===== config.mk =====
export PLATFORM = sky130hd
export DESIGN_NAME = jpeg_marker_walker
export DESIGN_NICKNAME = d
export VERILOG_FILES = /design/src/design/mkw_pkg.sv /design/src/design/mkw_walker.sv /design/src/design/mkw_out_buf.sv /design/src/design/jpeg_marker_walker.sv
export SDC_FILE = /design/constraint.sdc
export NUM_CORES = 1
export LEC_CHECK = 0
export ABC_AREA = 1
export BUFFER_PORTS_ARGS = -buffer_cell sky130_fd_sc_hd__buf_2
export CORE_MARGIN = 2
export CORE_UTILIZATION = 45
export DETAILED_ROUTE_END_ITERATION = 7
export GPL_ROUTABILITY_DRIVEN = 1
export GPL_TIMING_DRIVEN = 0
export SYNTH_ARGS = -nofsm -noshare
export SYNTH_HDL_FRONTEND = slang
export SYNTH_HIERARCHICAL = 1
export SYNTH_SLANG_ARGS = --single-unit

===== constraint.sdc =====
create_clock -name clk_i -period 4.5 [get_ports clk_i]
set_input_delay 0.225 -clock clk_i [delete_from_list [all_inputs] [get_ports clk_i]]
set_output_delay 0.225 -clock clk_i [all_outputs]
set_load 0.02 [all_outputs]

===== src/design/mkw_pkg.sv =====
// Package for the JPEG marker walker: payload types, marker codes and walk constants.
`default_nettype none
package mkw_pkg;

  typedef struct packed {
    logic [7:0] data_byte;
    logic       end_of_window;
  } mkw_in_t;

  typedef struct packed {
    logic        image_found;
    logic [31:0] extract_length;
    logic [1:0]  stop_cause;
  } mkw_out_t;

  localparam logic [31:0] CRAWL_LIMIT_RESET = 32'd10485760;
  localparam logic [31:0] POS_MAX           = 32'hFFFF_FFFF;

  // Stop causes as they appear in the result.
  localparam logic [1:0] CAUSE_END   = 2'd0;
  localparam logic [1:0] CAUSE_PARSE = 2'd1;
  localparam logic [1:0] CAUSE_LIMIT = 2'd2;

  // Walk phases.
  localparam logic [2:0] PH_MARK  = 3'd0;
  localparam logic [2:0] PH_FF    = 3'd1;
  localparam logic [2:0] PH_LENHI = 3'd2;
  localparam logic [2:0] PH_LENLO = 3'd3;
  localparam logic [2:0] PH_SKIP  = 3'd4;

  localparam logic [7:0] MK_PREFIX = 8'hFF;
  localparam logic [7:0] MK_SOI    = 8'hD8;
  localparam logic [7:0] MK_SOS    = 8'hDA;
  localparam logic [7:0] MK_EOI    = 8'hD9;

  // Markers that carry a big-endian length and a body to skip.
  function automatic logic is_segment(input logic [7:0] b);
    logic r;
    case (b) inside
      8'hDC, 8'hC4, 8'hC0, 8'hE0, 8'hE1, 8'hE2, 8'hE3, 8'hE4, 8'hDD, 8'hDB: r = 1'b1;
      default: r = 1'b0;
    endcase
    return r;
  endfunction

endpackage
`default_nettype wire


===== src/design/mkw_walker.sv =====
// Marker walk state and the per-byte decision logic, including the crawl limit register.
`default_nettype none
module mkw_walker (
  input  wire logic             clk_i,
  input  wire logic             rst_ni,
  input  wire logic             cfg_we_i,
  input  wire logic [31:0]      cfg_data_i,
  input  wire logic             accept_i,
  input  wire mkw_pkg::mkw_in_t item_i,
  output logic                  res_valid_o,
  output mkw_pkg::mkw_out_t     res_o
);
  import mkw_pkg::*;

  logic [31:0] limit_q;
  logic [31:0] pos_q, pos_d;
  logic [2:0]  phase_q, phase_d;
  logic [7:0]  len_hi_q, len_hi_d;
  logic [15:0] skip_q, skip_d;
  logic        scan_q, scan_d;
  logic        eoi_q, eoi_d;
  logic [31:0] eoi_pos_q, eoi_pos_d;
  logic        stopped_q, stopped_d;

  logic [7:0]  b;
  logic        eow;
  logic        limit_hit;
  logic [31:0] pos_inc;
  logic [15:0] seg_len;
  logic [1:0]  cause;
  logic        found;

  assign b         = item_i.data_byte;
  assign eow       = item_i.end_of_window;
  assign limit_hit = pos_q > limit_q;
  assign pos_inc   = (pos_q == POS_MAX) ? pos_q : pos_q + 32'd1;
  assign seg_len   = {len_hi_q, b};

  always_comb begin
    phase_d   = phase_q;
    len_hi_d  = len_hi_q;
    skip_d    = skip_q;
    scan_d    = scan_q;
    eoi_d     = eoi_q;
    eoi_pos_d = eoi_pos_q;
    cause     = CAUSE_END;

    if (!stopped_q) begin
      case (phase_q)
        PH_FF: begin
          if (b == MK_SOI || b == MK_SOS) begin
            if (b == MK_SOS) scan_d = 1'b1;
            eoi_d   = 1'b0;
            phase_d = PH_MARK;
          end else if (is_segment(b)) begin
            eoi_d   = 1'b0;
            phase_d = PH_LENHI;
          end else if (b == MK_EOI) begin
            eoi_d     = 1'b1;
            scan_d    = 1'b0;
            eoi_pos_d = pos_inc;
            phase_d   = PH_MARK;
          end else if (scan_q) begin
            // Inside a scan the second byte starts a fresh marker decision.
            if (limit_hit) begin
              cause = CAUSE_LIMIT;
            end else if (b == MK_PREFIX) begin
              phase_d = PH_FF;
            end else begin
              phase_d = PH_MARK;
            end
          end else begin
            cause = CAUSE_PARSE;
          end
        end
        PH_LENHI: begin
          len_hi_d = b;
          phase_d  = PH_LENLO;
        end
        PH_LENLO: begin
          if (seg_len < 16'd2) begin
            cause = CAUSE_PARSE;
          end else begin
            skip_d  = seg_len - 16'd2;
            phase_d = (seg_len == 16'd2) ? PH_MARK : PH_SKIP;
          end
        end
        PH_SKIP: begin
          skip_d = skip_q - 16'd1;
          if (skip_q == 16'd1) phase_d = PH_MARK;
        end
        default: begin
          if (limit_hit) begin
            cause = CAUSE_LIMIT;
          end else if (b == MK_PREFIX) begin
            phase_d = PH_FF;
          end else begin
            phase_d = PH_MARK;
            if (!scan_q) cause = CAUSE_PARSE;
          end
        end
      endcase
    end

    res_valid_o = accept_i && !stopped_q && (cause != CAUSE_END || eow);
    found       = (cause != CAUSE_LIMIT) && eoi_d;
    res_o.image_found    = found;
    res_o.extract_length = found ? eoi_pos_d : 32'd0;
    res_o.stop_cause     = cause;

    stopped_d = stopped_q || res_valid_o;
    pos_d     = pos_inc;

    // The final byte of a window returns the walk to its reset state.
    if (eow) begin
      pos_d     = '0;
      phase_d   = PH_MARK;
      len_hi_d  = '0;
      skip_d    = '0;
      scan_d    = 1'b0;
      eoi_d     = 1'b0;
      eoi_pos_d = '0;
      stopped_d = 1'b0;
    end
  end

  always_ff @(posedge clk_i or negedge rst_ni) begin
    if (!rst_ni) begin
      limit_q <= CRAWL_LIMIT_RESET;
    end else if (cfg_we_i) begin
      limit_q <= cfg_data_i;
    end
  end

  always_ff @(posedge clk_i or negedge rst_ni) begin
    if (!rst_ni) begin
      pos_q     <= '0;
      phase_q   <= PH_MARK;
      len_hi_q  <= '0;
      skip_q    <= '0;
      scan_q    <= 1'b0;
      eoi_q     <= 1'b0;
      eoi_pos_q <= '0;
      stopped_q <= 1'b0;
    end else if (accept_i) begin
      pos_q     <= pos_d;
      phase_q   <= phase_d;
      len_hi_q  <= len_hi_d;
      skip_q    <= skip_d;
      scan_q    <= scan_d;
      eoi_q     <= eoi_d;
      eoi_pos_q <= eoi_pos_d;
      stopped_q <= stopped_d;
    end
  end

endmodule
`default_nettype wire


===== src/design/mkw_out_buf.sv =====
// Result register with a skid entry, so the input side never waits on the output stall combinationally.
`default_nettype none
module mkw_out_buf (
  input  wire logic              clk_i,
  input  wire logic              rst_ni,
  input  wire logic              res_valid_i,
  input  wire mkw_pkg::mkw_out_t res_i,
  output logic                   full_o,
  output logic                   out_valid_o,
  input  wire logic              out_stall_i,
  output mkw_pkg::mkw_out_t      out_data_o
);
  import mkw_pkg::*;

  logic     main_valid_q;
  logic     skid_valid_q;
  mkw_out_t main_q;
  mkw_out_t skid_q;
  logic     main_free;

  assign main_free   = !main_valid_q || !out_stall_i;
  assign full_o      = skid_valid_q;
  assign out_valid_o = main_valid_q;
  assign out_data_o  = main_q;

  always_ff @(posedge clk_i or negedge rst_ni) begin
    if (!rst_ni) begin
      main_valid_q <= 1'b0;
      skid_valid_q <= 1'b0;
    end else if (skid_valid_q) begin
      // No new result arrives while the skid entry is occupied.
      if (main_free) begin
        main_valid_q <= 1'b1;
        skid_valid_q <= 1'b0;
      end
    end else if (res_valid_i) begin
      if (main_free) begin
        main_valid_q <= 1'b1;
      end else begin
        skid_valid_q <= 1'b1;
      end
    end else if (main_free) begin
      main_valid_q <= 1'b0;
    end
  end

  always_ff @(posedge clk_i) begin
    if (skid_valid_q) begin
      if (main_free) main_q <= skid_q;
    end else if (res_valid_i) begin
      if (main_free) begin
        main_q <= res_i;
      end else begin
        skid_q <= res_i;
      end
    end
  end

endmodule
`default_nettype wire


===== src/design/jpeg_marker_walker.sv =====
// Top level of the JPEG marker walker.
// Walks the marker structure of a byte window that starts at a candidate JPEG start, one byte
// per transfer, and gives one result per window: when the walk stops on a parse error or the
// crawl limit, or else with the window's final byte. Walk state and result are registered when
// the byte is taken. A result register plus one skid entry sit on the output: a result goes to
// the skid entry while the result register is stalled, so input transfers continue while a
// result waits; in_stall_o rises only once both hold a result. The user must write crawl_limit
// through cfg_we_i/cfg_data_i only while the block is idle; the block does not enforce it.
`default_nettype none
module jpeg_marker_walker (
  input  wire logic              clk_i,
  input  wire logic              rst_ni,
  input  wire logic              cfg_we_i,
  input  wire logic [31:0]       cfg_data_i,
  input  wire logic              in_valid_i,
  output logic                   in_stall_o,
  input  wire mkw_pkg::mkw_in_t  in_data_i,
  output logic                   out_valid_o,
  input  wire logic              out_stall_i,
  output mkw_pkg::mkw_out_t      out_data_o
);
  import mkw_pkg::*;

  logic     accept;
  logic     res_valid;
  mkw_out_t res;
  logic     buf_full;

  assign in_stall_o = buf_full;
  assign accept     = in_valid_i && !buf_full;

  mkw_walker u_walker (
    .clk_i       (clk_i),
    .rst_ni      (rst_ni),
    .cfg_we_i    (cfg_we_i),
    .cfg_data_i  (cfg_data_i),
    .accept_i    (accept),
    .item_i      (in_data_i),
    .res_valid_o (res_valid),
    .res_o       (res)
  );

  mkw_out_buf u_out_buf (
    .clk_i       (clk_i),
    .rst_ni      (rst_ni),
    .res_valid_i (res_valid),
    .res_i       (res),
    .full_o      (buf_full),
    .out_valid_o (out_valid_o),
    .out_stall_i (out_stall_i),
    .out_data_o  (out_data_o)
  );

endmodule
`default_nettype wire


# --- After elaboration in Yosys (flattened, before gate mapping) ---
# Index checks and enable logic that the tools add are counted.
totals:
  reg_bits: 198
classes:
  add_sub_neg: 3
  order_cmp: 2
  eq_ne: 28
  mux: 68
  n_bitwise: 2
  n_reduce_logical: 27
op_table:
  columns: ["cell", "count"]
  rows:
  - ["two-way mux 32 bit", 9]
  - ["two-way mux 35 bit", 4]
  - ["== test 8 bit, second input constant", 14]
  - ["two-way mux 16 bit", 3]
  - ["adder 32 x 1 -> 32 bit, second input constant", 1]
  - ["== test 32 bit, second input constant", 1]
  - ["> comparator 32 bit", 1]
  - ["one-hot mux 16 bit (2 select lines)", 1]
  - ["two-way mux 3 bit", 10]
  - ["two-way mux 1 bit", 28]
  - ["two-way mux 8 bit", 3]
  - ["== test 16 x 1 -> 1 bit, second input constant", 1]
  - ["== test 16 x 2 -> 1 bit, second input constant", 1]
  - ["< comparator 16 x 2 -> 1 bit, second input constant", 1]
  - ["two-way mux 2 bit", 8]
  - ["subtractor 16 x 1 -> 16 bit, second input constant", 1]
  - ["subtractor 16 x 2 -> 16 bit, second input constant", 1]
  - ["one-hot mux 3 bit (4 select lines)", 1]
  - ["OR reduction 10 bit", 1]
  - ["!= test 3 x 2 -> 1 bit, second input constant", 3]
  - ["nonzero test 3 bit", 3]
  - ["nonzero test 2 bit", 4]
  - ["== test 3 x 2 -> 1 bit, second input constant", 2]
  - ["!= test 6 x 2 -> 1 bit, second input constant", 1]
  - ["15 further kinds", 27]

# --- Longest topological paths before layout ---
logic_depth:
  ltp_word: 16
  depth_mapped: 22
  mapped_depth_nobuf: 22

# --- Hierarchy ---
# The synthesis kept the hierarchy.
by_module_without_submodules:
  columns: ["module", "n_inst", "cells_each", "area_per_inst_um2", "seq_area_each_um2"]
  rows:
  - ["mkw_walker", 1, 1087, 8286.7, 3155.5]
  - ["mkw_out_buf", 1, 193, 2688.8, 2152.1]
  - ["jpeg_marker_walker", 1, 2, 10.0, 0.0]

# --- Worst setup path before layout ---
# No wires, ideal clock.
synth_timing:
  path_kind: "reg-to-reg"
  start: "register u_walker.limit_q[23]"
  end: "register u_out_buf.main_q, in the netlist u_out_buf/out_data_o[0], enable pin"
  setup_time_ns: 0.428
  arrival_time_ns: 3.379
  t_required_ns: 4.072
  path_slack_ns: 0.693
  path_stages_with_launch: 15
  path_buffers: 0
  period_less_slack_ns: 3.807
  cell_sequence: "dfstp_2 > inv_1 > ha_1 > nand2_1 > nor4_1 > nand2_1 > nand2_1 > nand2_1 > inv_1 > nand3_2 > nand2_1 > o21ai_0 > inv_1 > nor2_1 > nor2_1"
synth_via:
  elab_chain_cells: 13
  elab_cells_between_ends: 14
  cone_classes: "order compare: 1; mux: 8; reduce/logical: 5"
synth_lines:
  columns: ["element", "line", "source"]
  rows:
  - ["start: declaration", "mkw_walker.sv:15", "logic [31:0] limit_q;"]
  - ["start signal: assignment", "mkw_walker.sv:131", "limit_q <= cfg_data_i;"]
  - ["> comparator 32 bit (*)", "mkw_walker.sv:35", "assign limit_hit = pos_q > limit_q;"]
  - ["two-way mux 2 bit", "mkw_walker.sv:65", "if (limit_hit) begin"]
  - ["two-way mux 2 bit", "mkw_walker.sv:63", "end else if (scan_q) begin"]
  - ["two-way mux 2 bit", "mkw_walker.sv:58", "end else if (b == MK_EOI) begin"]
  - ["two-way mux 2 bit", "mkw_walker.sv:55", "end else if (is_segment(b)) begin"]
  - ["two-way mux 2 bit", "mkw_walker.sv:51", "if (b == MK_SOI || b == MK_SOS) begin"]
  - ["one-hot mux 2 bit (3 select lines) (*)", "mkw_walker.sv:49", "case (phase_q)"]
  - ["two-way mux 2 bit (*)", "mkw_walker.sv:48", "if (!stopped_q) begin"]
  - ["nonzero test 2 bit (*)", "mkw_walker.sv:105", "res_valid_o = accept_i && !stopped_q && (cause != CAUSE_END || eow);"]
  - ["logical OR 1 bit (*)", "mkw_walker.sv:105", null]
  - ["logical AND 1 bit (*)", "mkw_walker.sv:105", null]
  - ["named net res_valid", "jpeg_marker_walker.sv:25", "logic res_valid;"]
  - ["nonzero test 2 bit (no source line) (*)", null, null]
  - ["AND reduction 2 bit (no source line) (*)", null, null]
  - ["end signal: assignment", "mkw_out_buf.sv:49", "if (main_free) main_q <= skid_q;"]
  - ["end signal: assignment", "mkw_out_buf.sv:52", "main_q <= res_i;"]
  - ["end: declaration", "mkw_out_buf.sv:17", "mkw_out_t main_q;"]
# The timed path passes the listed nets; every way through them passes the cells marked *.
# A chain may end at the register's enable or synchronous reset.

# --- Final worst setup path ---
layout_timing:
  start: "register u_walker.pos_q[31]"
  end: "register u_out_buf/skid_q[10] (netlist name), enable pin"
layout_via:
  elab_chain_cells: 12
  elab_cells_between_ends: 13
  cone_classes: "order compare: 1; mux: 8; reduce/logical: 4"
layout_lines:
  columns: ["element", "line", "source"]
  rows:
  - ["start: declaration", "mkw_walker.sv:16", "logic [31:0] pos_q, pos_d;"]
  - ["start signal: assignment", "mkw_walker.sv:146", "pos_q <= pos_d;"]
  - ["> comparator 32 bit (*)", "mkw_walker.sv:35", null]
  - ["two-way mux 2 bit", "mkw_walker.sv:65", null]
  - ["two-way mux 2 bit", "mkw_walker.sv:63", null]
  - ["two-way mux 2 bit", "mkw_walker.sv:58", null]
  - ["two-way mux 2 bit", "mkw_walker.sv:55", null]
  - ["two-way mux 2 bit", "mkw_walker.sv:51", null]
  - ["one-hot mux 2 bit (3 select lines) (*)", "mkw_walker.sv:49", null]
  - ["two-way mux 2 bit (*)", "mkw_walker.sv:48", null]
  - ["nonzero test 2 bit (*)", "mkw_walker.sv:105", null]
  - ["logical OR 1 bit (*)", "mkw_walker.sv:105", null]
  - ["logical AND 1 bit (*)", "mkw_walker.sv:105", null]
  - ["named net res_valid", "jpeg_marker_walker.sv:25", null]
  - ["AND reduction 3 bit (no source line) (*)", null, null]
  - ["end signal: assignment", "mkw_out_buf.sv:54", "skid_q <= res_i;"]
  - ["end: declaration", "mkw_out_buf.sv:18", "mkw_out_t skid_q;"]
# Marks and branches as above.

==> results.py <==
metrics = {
    "run_status": {
        "status": "finished clean",
    },
    "floorplanning": {
        "rows": 57,
        "start_util_pct": 45.4,
        "core_area_um2": 24200,
        "die_area_um2": 25700,
        "die_h_um": 160,
        "die_w_um": 160,
        "num_io_pins": 83,
    },
    "logic_synthesis": {
        "syn_avg_cell_area_um2": 8.57,
        "yosysSeqAreaShare_pct": 48.3,
        "synthDistinctLibCells": 52,
        "yosys_warnings": 6,
        "synth_area_leaders": "dfrtp_1 (29%), edfxtp_1 (19%), nand2_1 (11%), inv_1 (5.1%), nor2_1 (4.3%)",
        "yosys.area.top_type": "dfrtp_1",
        "ys_ff_latch": 198,
        "syn-num-nets": 1364,
        "synth.top_cell.area_share_pct": 28.7,
        "syn-instance-count": 1282,
        "synth.cell_area_um2": 11000,
    },
    "clock_tree": {
        "post_cts_resized": 0,
        "cts_tree": "done",
        "cts_buffer_depth": 2,
        "ctsHoldBuffers": 32,
        "clk_latency_ns": 0.44,
        "path_clk_slew_ns": 0.07,
        "cts_setup_buffers": 0,
        "cts_max_level": 4,
        "cts.sinks": 198,
        "cts-root-buf": "clkbuf_16",
        "cts_buffers": 17,
    },
    "sta": {
        "skew_ns": 0.0151,
        "grt_setup_unrepaired": "false",
        "worst_slack_ns": 0.652,
        "max_freq_mhz": 260,
        "period_needed_ns": 3.85,
        "finalHoldViolCount": 0,
        "setup_violations": 0,
        "setup_tns_ns": 0,
        "drv_slew": 0,
        "post-route-period-util_pct": 85.5,
        "slew_headroom_pct": 35.4,
        "worst_pin_slew_ns": 0.967,
    },
    "setup_path": {
        "start_kind": "register",
        "worstSetupPathType": "reg -> reg",
        "cp_num_buf_inv": 2,
        "crit_arrival_ns": 3.91,
        "crit_family": "simple AND/OR/NAND/NOR gates",
        "critPathSlowestCell": "nor2_4",
        "cp_common_cell": "nand2_1",
        "reg2reg_depth": 15,
        "critPathCaptureType": "register",
        "critPathRequiredTime_ns": 4.56,
        "crit_cells": 15,
        "slowest_delay_ns": 0.74,
        "path_cells": "ha_1, nand2_1, nor2_1, nand2_1, nor4_1, nand2_1, nand2_1, nand2_1, inv_1, nand3_2, nand2_1, o21ai_0, inv_1, nand2_1, nor2_4",
        "cp_max_fo": 35,
    },
    "global_route": {
        "gr-usage-all-layers_pct": 21.8,
        "busiest_layer": "met2",
        "grtUsageMet1_pct": 31.1,
        "use_met2_pct": 35.5,
        "grt_max_degree": 85,
        "grt_pass1_vias": 8539,
        "grt.overflow.total": 0,
        "grt_pass1_wl_mm": 44.6,
        "grt_util_met3_pct": 2.65,
        "antenna_found_initial": 0,
    },
    "cells_and_area": {
        "nFillCells": 2255,
        "utilization_pct": 52.7,
        "fin_cells": 1751,
        "final_nets": 1496,
        "diodes": 0,
        "synthToLayoutAreaGrowth_pct": 16.1,
        "final_common_cell": "nand2_1",
        "finalInstanceArea_um2": 12700,
        "drive_above_1_share_pct": 17.1,
        "layout_common_cells": "nand2_1 (321), inv_1 (148), dfrtp_1 (126)",
    },
    "placed_design": {
        "dpl_cell_area_um2": 11800,
        "io_buffers": 80,
        "hpwl_mm": 20.3,
        "pre_cts_ws_ns": 0.652,
        "finalWeightedCongestion": 0.949,
        "place.detailed.instances": 1687,
    },
    "hold_path": {
        "whs_path_depth": 2,
        "hold_path_class": "in -> reg",
    },
    "detailed_routing": {
        "wl_mm": 27.1,
        "avgViaCountPerCell": 5.04,
        "first_iter_violations": 568,
        "drc": 0,
        "dr.pass1.iters": 5,
        "vias": 8831,
        "postRouteAntennaNets": 0,
        "drt-wirelength-per-cell_um": 15.5,
    },
    "pwr": {
        "peakVddDrop_mv": 0.205,
        "p_per_area_nw_per_um2": 327,
        "p_leak_uw": 0.00585,
    },
    "job": {
        "max-cap-violations": 0,
    },
}
==> registers in the layout, indices dropped and copies added, names as in the netlist <==
| name | flops |
|---|---|
| u_out_buf/out_data_o | 35 |
| u_out_buf/skid_q | 35 |
| u_walker/eoi_pos_q | 32 |
| u_walker/limit_q | 32 |
| u_walker/pos_q | 32 |
| u_walker/skip_q | 16 |
| u_walker/len_hi_q | 8 |
| u_walker/phase_q | 3 |
| u_out_buf/full_o | 1 |
| u_out_buf/out_valid_o | 1 |
| u_walker/eoi_q | 1 |
| u_walker/scan_q | 1 |
| u_walker/stopped_q | 1 |
==> per-layer routing <==
layer / part of all wire, % / vias up
li1: - / 4473
met4: 1.2 / 0
met1: 49 / 4134
met3: 3.8 / 23
met5: 0 / -
met2: 46 / 201
==> where the power goes <==
group          leakage [µW]  switching [µW]  total [µW]  internal [µW]
sequential          0.00239            40.3        2040           2000
clock              0.000278             751        1540            792
combinational       0.00318             401         578            177
total               0.00585            1190        4170           2970
==> metrics by stage <==
stage / total power [µW] / hold WS (ns)
after floorplan: 2440 / -0.0706
after global placement: 2630 / 0.431
after detailed placement: 2650 / 0.192
after CTS: 4210 / 0.0108
after global routing: 4360 / 0.0243
final: 4170 / 0.0213
==> worst reg2reg max path, stage by stage (launching register included) <==
cell and delay [ns]:
dfrtp_1 0.45, ha_1 0.32, nand2_1 0.07, nor2_1 0.13
nand2_1 0.11, nor4_1 0.53, nand2_1 0.11, nand2_1 0.08
nand2_1 0.22, inv_1 0.14, nand3_2 0.11, nand2_1 0.11
o21ai_0 0.13, inv_1 0.11, nand2_1 0.10, nor2_4 0.74
==> kinds of logic (layout without fill, tap and decap cells) <==
logic type | after synthesis | count (layout) | share of synthesized area (%)
flops | 198 | 198 | 48.3
simple gates | 580 | 580 | 23.7
compound gates | 227 | 227 | 12.9
mux | 1 | 1 | 0.102
fa+ha+maj | 36 | 36 | 4.10
buf+inv | 207 | 352 | 8.17
xor+xnor | 33 | 33 | 2.70
==> cell usage after synthesis, drive strengths merged <==
cell and count:
a21o 1, a21oi 48, a22o 9, a31oi 2
a32o 2, and3 1, buf 23, clkbuf 21
clkinv 2, dfrtp 126, dfstp 2, edfxtp 70
ha 36, inv 161, mux2 1, nand2 355
nand3 42, nand4 12, nor2 135, nor3 27
nor4 5, o211ai 2, o21a 1, o21ai 108
o22ai 46, o31ai 4, o32a 1, o32ai 2
o41ai 1, or2 3, xnor2 2, xor2 31
==> final timing paths <==
kind / slack (ns) / endpoint / from
setup / recovery: 0.65 / u_out_buf/skid_q[10] / u_walker/pos_q[31]
hold / removal: 0.02 / u_walker/limit_q[0] / cfg_data_i[0]
setup reg to reg: 0.65 / u_out_buf/skid_q[10] / u_walker/pos_q[31]
hold reg to reg: 0.48 / u_walker/eoi_pos_q[11] / u_walker/eoi_pos_q[11]
max in group asynchronous: 3.42 / u_walker/pos_q[28] / rst_ni
min in group asynchronous: 0.27 / u_walker/limit_q[31] / rst_ni
==> area by class of cell <==
class / instances / area (µm²) / area share, %
Sequential cell: 198 / 5310 / 41.6
Clock buffer: 18 / 429 / 3.37
Inverter: 163 / 619 / 4.86
Multi-Input combinational cell: 877 / 4800 / 37.6
Buffer: 44 / 278 / 2.18
Tap cell: 324 / 405 / 3.18
Timing Repair Buffer: 113 / 754 / 5.92
Clock inverter: 14 / 160 / 1.26
Note: power is estimated with default switching activity, not from simulation.
